===== config.mk =====
export PLATFORM = sky130hd
export DESIGN_NAME = gf16_nibble_table_butterfly
export DESIGN_NICKNAME = d
export VERILOG_FILES = /design/src/rtl/gfnt_pkg.sv /design/src/rtl/gfnt_nibble_ram.sv /design/src/rtl/gfnt_result.sv /design/src/rtl/gf16_nibble_table_butterfly.sv
export SDC_FILE = /design/constraint.sdc
export NUM_CORES = 1
export LEC_CHECK = 0
export BUFFER_PORTS_ARGS = -buffer_cell sky130_fd_sc_hd__buf_2
export CORE_MARGIN = 2
export CORE_UTILIZATION = 50
export DETAILED_ROUTE_END_ITERATION = 7
export PLACE_DENSITY = 0.66
export SLEW_MARGIN = 20
export SYNTH_ARGS = -nofsm -noshare
export SYNTH_HDL_FRONTEND = slang
export SYNTH_SLANG_ARGS = --single-unit

===== constraint.sdc =====
create_clock -name clk -period 6.75 [get_ports clk]
set_input_delay 0.3375 -clock clk [delete_from_list [all_inputs] [get_ports clk]]
set_output_delay 0.3375 -clock clk [all_outputs]
set_load 0.1 [all_outputs]

===== src/rtl/gfnt_pkg.sv =====
// shared types and constants for the gf(2^16) nibble table butterfly
`timescale 1ns / 1ps
`default_nettype none

package gfnt_pkg;

	localparam int ELEM_W    = 16;
	localparam int NIB_W     = 4;
	localparam int SLOTS     = ELEM_W / NIB_W;
	localparam int ENTRIES   = 1 << NIB_W;
	localparam int SLOT_W    = $clog2(SLOTS);
	localparam int OP_W      = 3;
	localparam int IN_DATA_W = 56;
	localparam int OUT_DATA_W = 32;

	localparam logic [NIB_W-1:0] NIB_MASK = 4'h0f;

	typedef logic [ELEM_W-1:0] elem_t;

	typedef enum logic [OP_W-1:0] {
		OP_LOAD   = 3'd0,
		OP_MULADD = 3'd1,
		OP_FWD    = 3'd2,
		OP_INV    = 3'd3,
		OP_MUL    = 3'd4
	} op_t;

	// stage 1 state handed to the result logic
	typedef struct packed {
		op_t   op;
		elem_t a;
		elem_t b;
	} stage_t;

endpackage

`default_nettype wire


===== src/rtl/gfnt_nibble_ram.sv =====
// one 16-entry nibble table memory with per-entry valid bits and registered read
`timescale 1ns / 1ps
`default_nettype none

module gfnt_nibble_ram
	import gfnt_pkg::*;
(
	input  wire logic             clk,
	input  wire logic             arst_n,
	input  wire logic             we,
	input  wire logic [NIB_W-1:0] waddr,
	input  wire elem_t            wdata,
	input  wire logic             re,
	input  wire logic [NIB_W-1:0] raddr,
	output elem_t                 rdata
);

	elem_t              mem_q [ENTRIES];
	logic [ENTRIES-1:0] vld_q;
	elem_t              rd_q;
	logic               rd_vld_q;

	// storage array, no reset
	always_ff @(posedge clk) begin
		if (we) begin
			mem_q[waddr] <= wdata;
		end
		if (re) begin
			rd_q <= mem_q[raddr];
		end
	end

	// entry valid bits, cleared at reset so unwritten entries read zero
	always_ff @(posedge clk or negedge arst_n) begin
		if (!arst_n) begin
			vld_q    <= '0;
			rd_vld_q <= 1'b0;
		end else begin
			if (we) begin
				vld_q[waddr] <= 1'b1;
			end
			if (re) begin
				rd_vld_q <= vld_q[raddr];
			end
		end
	end

	assign rdata = rd_vld_q ? rd_q : '0;

endmodule

`default_nettype wire


===== src/rtl/gfnt_result.sv =====
// product reduction and butterfly result for one element pair
`timescale 1ns / 1ps
`default_nettype none

module gfnt_result
	import gfnt_pkg::*;
(
	input  stage_t st,
	input  elem_t  words [SLOTS],
	output elem_t  a_out,
	output elem_t  b_out
);

	elem_t prod;
	elem_t a_acc;

	// xor of the four table words
	always_comb begin
		prod = '0;
		for (int i = 0; i < SLOTS; i++) begin
			prod = prod ^ words[i];
		end
	end

	assign a_acc = st.a ^ prod;

	// per-operation update of the pair
	always_comb begin
		a_out = st.a;
		b_out = st.b;
		unique case (st.op)
			OP_MULADD: begin
				a_out = a_acc;
			end
			OP_FWD: begin
				a_out = a_acc;
				b_out = st.b ^ a_acc;
			end
			OP_INV: begin
				a_out = a_acc;
				b_out = st.b ^ st.a;
			end
			OP_MUL: begin
				a_out = prod;
			end
			default: begin
				a_out = st.a;
				b_out = st.b;
			end
		endcase
	end

endmodule

`default_nettype wire


===== src/rtl/gf16_nibble_table_butterfly.sv =====
// GF(2^16) nibble table multiply, muladd and butterfly streaming block
`timescale 1ns / 1ps
`default_nettype none

// Takes one item per cycle while back pressure does not hold the pipeline;
// a pair item passes stage 1, then the output register. The table store is
// four 16-entry memories, one per nibble of the operand, each read once per
// item so that all four table words arrive together in stage 1. Load items
// (opcode 0) write one entry and give no result; opcodes 5 to 7 are dropped.
// Per-entry valid bits clear at reset, so the tables read as zero right away
// and no clearing pass is needed. Back pressure on the output holds the
// pipeline in place; the input keeps accepting while the stage ahead can move.

module gf16_nibble_table_butterfly
	import gfnt_pkg::*;
(
	input  wire logic                  clk,
	input  wire logic                  arst_n,
	input  wire logic                  s_tvalid,
	output logic                       s_tready,
	// a_value[15:0], b_value[31:16], nibble_slot[33:32], entry_index[37:34],
	// table_word[53:38], zero pad[55:54]
	input  wire logic [IN_DATA_W-1:0]  s_tdata,
	// opcode[2:0]
	input  wire logic [OP_W-1:0]       s_tuser,
	output logic                       m_tvalid,
	input  wire logic                  m_tready,
	// a_out[15:0], b_out[31:16]
	output logic [OUT_DATA_W-1:0]      m_tdata
);

	op_t               in_op;
	elem_t             in_a;
	elem_t             in_b;
	logic [SLOT_W-1:0] in_slot;
	logic [NIB_W-1:0]  in_entry;
	elem_t             in_word;
	logic              in_fire;
	logic              is_load;
	logic              is_calc;
	elem_t             operand;

	logic              valid_s1;
	stage_t            st_s1;
	logic              out_free;
	logic              adv_s1;

	logic              m_valid_q;
	elem_t             a_out_q;
	elem_t             b_out_q;
	elem_t             a_res;
	elem_t             b_res;
	elem_t             words [SLOTS];

	// input field unpack
	assign in_op    = op_t'(s_tuser);
	assign in_a     = s_tdata[15:0];
	assign in_b     = s_tdata[31:16];
	assign in_slot  = s_tdata[33:32];
	assign in_entry = s_tdata[37:34];
	assign in_word  = s_tdata[53:38];

	// opcode decode and multiplied operand
	always_comb begin
		is_load = 1'b0;
		is_calc = 1'b0;
		operand = in_b;
		unique case (in_op)
			OP_LOAD: begin
				is_load = 1'b1;
			end
			OP_MULADD, OP_FWD: begin
				is_calc = 1'b1;
				operand = in_b;
			end
			OP_INV: begin
				is_calc = 1'b1;
				operand = in_b ^ in_a;
			end
			OP_MUL: begin
				is_calc = 1'b1;
				operand = in_a;
			end
			default: begin
				is_load = 1'b0;
				is_calc = 1'b0;
			end
		endcase
	end

	// handshake: stage 1 moves when the output register is free or draining
	assign out_free = !m_valid_q || m_tready;
	assign adv_s1   = valid_s1 && out_free;
	assign s_tready = !valid_s1 || out_free;
	assign in_fire  = s_tvalid && s_tready;

	// four nibble table memories
	for (genvar g = 0; g < SLOTS; g++) begin : g_slot
		gfnt_nibble_ram u_ram (
			.clk    (clk),
			.arst_n (arst_n),
			.we     (in_fire && is_load && (in_slot == SLOT_W'(g))),
			.waddr  (in_entry),
			.wdata  (in_word),
			.re     (in_fire && is_calc),
			.raddr  (operand[g*NIB_W +: NIB_W] & NIB_MASK),
			.rdata  (words[g])
		);
	end

	// stage 1 valid
	always_ff @(posedge clk or negedge arst_n) begin
		if (!arst_n) begin
			valid_s1 <= 1'b0;
		end else if (s_tready) begin
			valid_s1 <= in_fire && is_calc;
		end
	end

	// stage 1 payload
	always_ff @(posedge clk) begin
		if (in_fire && is_calc) begin
			st_s1.op <= in_op;
			st_s1.a  <= in_a;
			st_s1.b  <= in_b;
		end
	end

	gfnt_result u_result (
		.st    (st_s1),
		.words (words),
		.a_out (a_res),
		.b_out (b_res)
	);

	// output register valid
	always_ff @(posedge clk or negedge arst_n) begin
		if (!arst_n) begin
			m_valid_q <= 1'b0;
		end else if (out_free) begin
			m_valid_q <= valid_s1;
		end
	end

	// output register payload
	always_ff @(posedge clk) begin
		if (adv_s1) begin
			a_out_q <= a_res;
			b_out_q <= b_res;
		end
	end

	assign m_tvalid = m_valid_q;
	assign m_tdata  = {b_out_q, a_out_q};

endmodule

`default_nettype wire


# Word level (Yosys, flattened, before mapping)

Memories as Yosys holds them, arrays and structs flattened. A register that Yosys moved wholly into a read port is not among the register bits.
Index checks and enable logic that the tools add are counted.

Flip-flop bits (word level): 137
RAM bits: 1024
Input bits: 63
Output and inout port bits: 34
Word-level logic and storage cells: 91
Memories kept: 4

$lt $le $gt $ge: 6
Equality and inequality tests: 11
Mux-type cells: 27
Bitwise gates (word level): 11
Reduce and logical (&&, ||, !) cells: 17

Memories:

| name                  | depth | width | read ports | clocked after memory_dff | wr ports | line                  | text |
|---|---|---|---|---|---|---|---|
| g_slot[0].u_ram.mem_q | 16    | 16    | 1          | 1                        | 1        | gfnt_nibble_ram.sv:18 | `elem_t mem_q [ENTRIES];` |
| g_slot[1].u_ram.mem_q | 16    | 16    | 1          | 1                        | 1        | gfnt_nibble_ram.sv:18 |  |
| g_slot[2].u_ram.mem_q | 16    | 16    | 1          | 1                        | 1        | gfnt_nibble_ram.sv:18 |  |
| g_slot[3].u_ram.mem_q | 16    | 16    | 1          | 1                        | 1        | gfnt_nibble_ram.sv:18 |  |

Operator list:

| cell                 | number |
|---|---|
| $xor A16 B16 Y16     | 7 |
| $pmux W16 S2         | 3 |
| $mux W16             | 4 |
| $or A16 B16 Y16      | 4 |
| $lt A4 B5 Y1 const B | 5 |
| $bmux W1 S4          | 4 |
| $mux W1              | 15 |
| $eq A3 B2 Y1 const B | 4 |
| $logic_and A1 B1 Y1  | 9 |
| $eq A3 B1 Y1 const B | 2 |
| $eq A3 B3 Y1 const B | 2 |
| $demux W1 S4         | 1 |
| $eq A2 B2 Y1 const B | 2 |
| $ge A4 B1 Y1 const B | 1 |
| $reduce_or A4 Y1     | 1 |
| $logic_not A3 Y1     | 1 |
| $reduce_or A3 Y1     | 1 |
| $eq A2 B1 Y1 const B | 1 |
| $logic_not A1 Y1     | 2 |
| $logic_not A2 Y1     | 1 |
| $logic_or A1 B1 Y1   | 2 |

# Logic depth before layout (Yosys ltp)

Depth after elaboration: 8
Depth in mapped cells: 12
Mapped depth without buffers: 7

# Cells and area by module

A second synthesis with hierarchy kept.

Cells, all modules: 2302
Area total of the unflattened synthesis: 48863.1 um^2

By module, submodules not included:

| module                                 | times used | cells each | area an instance (um^2) | seq. area each (um^2) |
|---|---|---|---|---|
| gfnt_nibble_ram at g_slot[1].u_ram ... | 3          | 452        | 10961.8                 | 8593.2 |
| gfnt_nibble_ram at g_slot[0].u_ram     | 1          | 453        | 10994.3                 | 8593.2 |
| gf16_nibble_table_butterfly            | 1          | 149        | 2586.2                  | 2062.0 |
| gfnt_result                            | 1          | 344        | 2397.3                  | 0.0 |

# Least setup slack after synthesis

Ideal clock, no wire load.

Kind: register to register
Start: register m_valid_q (netlist: m_tvalid)
End: register g_slot[1].u_ram.rd_vld_q
Setup time: 95 ps
Data arrival time: 4490 ps
Data required time: 6655 ps
Setup slack: 2165 ps
Cell stages (with the launch flop): 8
Path buffers: 0
Clock period less this slack: 4585 ps
Cell sequence: dfrtp_1 > nand3b_1 > nand2_1 > a21o_1 > inv_1 > and2_1 > a41oi_1 > o31ai_1

Longest elaborated chain between the ends: 5

Ends and longest elaborated chain:

| element                | line                               | text |
|---|---|---|
| from (decl)            | gf16_nibble_table_butterfly.sv:48  | `logic m_valid_q;` |
| from (signal assigned) | gf16_nibble_table_butterfly.sv:141 | `m_valid_q <= valid_s1;` |
| $logic_not A1 Y1       | gf16_nibble_table_butterfly.sv:92  | `assign out_free = !m_valid_q \|\| m_tready;` |
| $logic_or A1 B1 Y1     | gf16_nibble_table_butterfly.sv:92  |  |
| $logic_or A1 B1 Y1     | gf16_nibble_table_butterfly.sv:94  | `assign s_tready = !valid_s1 \|\| out_free;` |
| via s_tready           | gf16_nibble_table_butterfly.sv:20  | `output logic s_tready,` |
| $logic_and A1 B1 Y1    | gf16_nibble_table_butterfly.sv:95  | `assign in_fire = s_tvalid && s_tready;` |
| $logic_and A1 B1 Y1    | n/a                                |  |
| via g_slot[0].u_ram.re | gfnt_nibble_ram.sv:13              | `input wire logic re,` |
| to (signal assigned)   | gfnt_nibble_ram.sv:43              | `rd_vld_q <= vld_q[raddr];` |
| to (decl)              | gfnt_nibble_ram.sv:21              | `logic rd_vld_q;` |

The timed path passes the listed nets, and every way through them passes these cells.
A chain may end at the register's enable or synchronous reset.

# Final worst setup path

Start: input port s_tuser[0]
End: register g_slot[0].u_ram.rd_q[7] (read register of g_slot[0].u_ram.mem_q), data pin

Longest elaborated chain between the ends: 4
Elaborated cells on any way between the ends: 8
Classes of those cells: 4 x eq/ne; 2 x mux; 2 x reduce/logical

Ends and longest elaborated chain:

| element                                    | line                               | text |
|---|---|---|
| from (decl)                                | gf16_nibble_table_butterfly.sv:25  | `input wire logic [OP_W-1:0] s_tuser,` |
| $eq A3 B3 Y1, or another cell as far along | gf16_nibble_table_butterfly.sv:68  | `unique case (in_op)` |
| $reduce_or A4 Y1 (no source line)          | n/a                                |  |
| $mux W1                                    | gf16_nibble_table_butterfly.sv:68  |  |
| $logic_and A1 B1 Y1                        | gf16_nibble_table_butterfly.sv:105 | `.re (in_fire && is_calc),` |
| to (decl)                                  | gfnt_nibble_ram.sv:20              | `elem_t rd_q;` |

Parallel ways exist; a longest one is shown, timed or not.

==> run metrics <==
Req. time, crit path 7160 ps; final slew viol count 0; nets@finish 3315; die height 321 um; clock sink total 1225; cell breakdown of the critical path buf_2 > nor2_2 > a21oi_1 > a21oi_1 > a211oi_4 > buf_4 > buf_4 > mux2i_1 > a22oi_1 > o221ai_1; Area contributors post-synth edfxtp_1, mux2i_1, dfrtp_1; Synth Area in Compound Gates 0.0432; Peak Freq 239 MHz; buffers and inverters on the worst path 3; Clock Skew 21.2 ps; placement row count 116; Initial Util 0.503; RSZ-0062 raised after global routing no; Synth Instances 3063; largest net degree at the start of global routing 137; Ports 97; Worst Hold Depth 1; hold wc startpoint s_tuser[2]; CTS buffer count 119; Yosys top cell area share 0.689; number of global-route vias before repair 27200; DR vias/cell 5.86; setup bufs post-CTS 0; Peak VDD IR 0.000212 V; Die ar. 103000 um2; clock root buffer clkbuf_16; DR WL/cell 25.8 um; DRC viols 0; drt first pass iters 6; area grow syn2layout 12.4%; reg2reg end a_out_q[0]$_DFFE_PP_; post-layout util 0.566; PwrDens 295 nW/um2; CP Data Arrival Time 4590 ps; Crit path largest cell delay 780 ps; 1st-iter DRT viols 2417; largest area contributor in the netlist edfxtp_1; Post-synth EDFFs 1155; Post-Syn Area 50300 um2; Worst Setup End Kind flip-flop; simple-gate share of the synthesized area 0.0519; critical path launch point type input port; Synth Area per Inst 16.4 um2; mux cell area share after synthesis 0.146; # H-tree levels 3; vias 27300; gpl congestion 0.883; global route total overflow 0; fin crit period 4180 ps; LEAKAGE 20.6 nW; Post-synth top cells edfxtp_1, mux2i_1, nand2_1, nor2_1, dfrtp_1; fillers 7581; R2R Path Start st_s1[32]$_DFFE_PP_; total area of sequential cells 36400 um2; R2R cell count 7; layout cells sized above 1 0.155; GRT Overall Usage 0.232; Syn. warnings 0; worst-margin pin slew 1260 ps; clock transition at the registers of the reported paths 60 ps; Main synth FF type edfxtp_1; CTS tree built; flops & latches, synth 1225; Die X 321 um; WS Path Type input port to flip-flop; first-pass GRT wire length 175000 um; final worst-path cycle share 0.620; DRT Wirelength 120000 um; status complete, no violations; worst-path maximum fanout 76; Setup TNS Final 0 ps; IO Port Bufs 94; DP HPWL 68100 um; Reg2Reg Setup Slack 3740 ps; area of the multi-input gates 13000 um2; count of different cell masters after synthesis 61; most common cell in the netlist edfxtp_1; total of max-cap violations 0; Final Hold Viols 0; clk buf depth 3; Post-DRT Antenna Nets 0; fraction of the mapped netlist area in adder cells 0; critical path depth 10; worst-skew pair later-pin latency 700 ps; core footprint 100000 um2; cell class contributing the biggest share of worst-path delay compound AO/OA/AOI/OAI gates; critical path's slowest cell a21oi_1; Synth Area in XOR/XNOR 0.0139; Min-Delay Path Class input port to flip-flop; register area share after synthesis 0.724; syn_nets 3126; antenna violations before repair 18; largest family of logic cells by synthesized area multiplexers; Worst Hold End st_s1[34]$_DFFE_PP_; Max-slew headroom 0.159; async set-or-reset flop fraction in the synthesized netlist 0.0571; Final Setup Violations 0
[cell usage in the layout, fill, tap and decap left out, types with 9 or more instances in the layout]
cell | Yosys | layout
mux2i_1 | 669 | 669
nand3_1 | 9 | 9
diode_2 | 0 | 9
clkinv_2 | 0 | 23
bufinv_16 | 0 | 9
o32ai_1 | 16 | 16
xor2_1 | 16 | 16
dfrtp_1 | 70 | 70
nor2_1 | 135 | 131
a211oi_1 | 50 | 50
clkbuf_16 | 0 | 123
nor2b_1 | 11 | 10
a221o_1 | 16 | 16
edfxtp_1 | 1155 | 1155
nand2_1 | 248 | 248
mux2_2 | 42 | 42
xnor2_1 | 64 | 64
buf_4 | 29 | 104
clkbuf_1 | 50 | 28
o22ai_1 | 17 | 17
clkinvlp_4 | 0 | 9
or2_2 | 65 | 65
a22oi_1 | 19 | 19
dlygate4sd3_1 | 0 | 34
o21ai_0 | 27 | 27
buf_2 | 54 | 90
and2_0 | 29 | 29
a21oi_1 | 40 | 40
o221ai_1 | 20 | 16
clkinv_1 | 1 | 19
and2_1 | 28 | 27
mux2_1 | 9 | 9
a31oi_1 | 35 | 35
and3_1 | 18 | 18
o21ai_1 | 19 | 19
[timing repair]
action | in CTS | in global routing
hold buffers | 34 | 0
endpoints found under the hold margin | 104 | 0
gates resized for setup | 0 | 0
[kinds of logic (layout without fill, tap and decap cells)]
logic type,after synthesis,count (layout)
flops,1225,1225
mux,724,724
simple gates,566,566
compound gates,296,296
buf+inv,172,464
xor+xnor,80,80
other cells,0,9
[state kept, by name (all words and copies together), names as in the netlist]
name                   flops
g_slot.u_ram.mem_q      1024
g_slot.u_ram.rd_q         64
g_slot.u_ram.vld_q        64
st_s1                     35
a_out_q                   16
b_out_q                   16
g_slot.u_ram.rd_vld_q      4
m_tvalid                   1
valid_s1                   1
[per-layer routing]
| layer | routed length [um] | part of all wire | GRT usage |
|---|---|---|---|
| met1 | 51500 | 0.43 | 0.329 |
| met2 | 54900 | 0.46 | 0.356 |
| met3 | 9930 | 0.083 | 0.0524 |
| met4 | 3610 | 0.030 | 0.0786 |
| met5 | 118 | 0.00098 | 0 |
[worst max-delay path by stage]
stage / start / end / slack, ps
2_1_floorplan: m_tvalid$_DFFE_PN0P_ / g_slot[1].u_ram.rd_vld_q$_DFFE_PN0P_ / 2160
3_3_place_gp: s_tuser[0] / g_slot[0].u_ram.rd_q[7]$_DFFE_PP_ / 2160
3_5_place_dp: s_tuser[0] / g_slot[0].u_ram.rd_q[7]$_DFFE_PP_ / 2110
4_1_cts: s_tuser[0] / g_slot[0].u_ram.rd_q[7]$_DFFE_PP_ / 2860
5_1_grt: s_tuser[0] / g_slot[0].u_ram.rd_q[11]$_DFFE_PP_ / 2450
6_report: s_tuser[0] / g_slot[0].u_ram.rd_q[7]$_DFFE_PP_ / 2570
[through the flow]
stage / total power [mW] / std cells / setup WS [ps] / hold slack (ps) / area (um2)
detailed placement: 10.3 / 4394 / 2110 / 449 / 52300
CTS: 16.8 / 4652 / 2860 / 75.1 / 56500
global placement: 10.3 / 4394 / 2160 / 442 / 52300
finish: 16.7 / 4662 / 2570 / 131 / 56600
floorplan: 9.82 / 3063 / 2160 / 41.9 / 50300
global route: 17.2 / 4658 / 2450 / 107 / 56600
[power breakdown]
part	switching, mW	internal (mW)	leakage [nW]	total (mW)
clock network	2.77	3.74	1.88	6.51
logic	1.10	0.582	7.38	1.68
registers	0.0700	8.44	11.4	8.51
total	3.94	12.8	20.6	16.7
[layout make-up]
class / instances / share of cell area
multi-input combinational: 1666 / 0.229
tap: 1298 / 0.0287
timing repair buffer: 232 / 0.0292
clock buffer: 157 / 0.0577
inverter: 8 / 0.000575
antenna: 9 / 0.000398
sequential: 1225 / 0.644
clock inverter: 67 / 0.0106
Note: power is estimated with default switching activity, not from simulation.
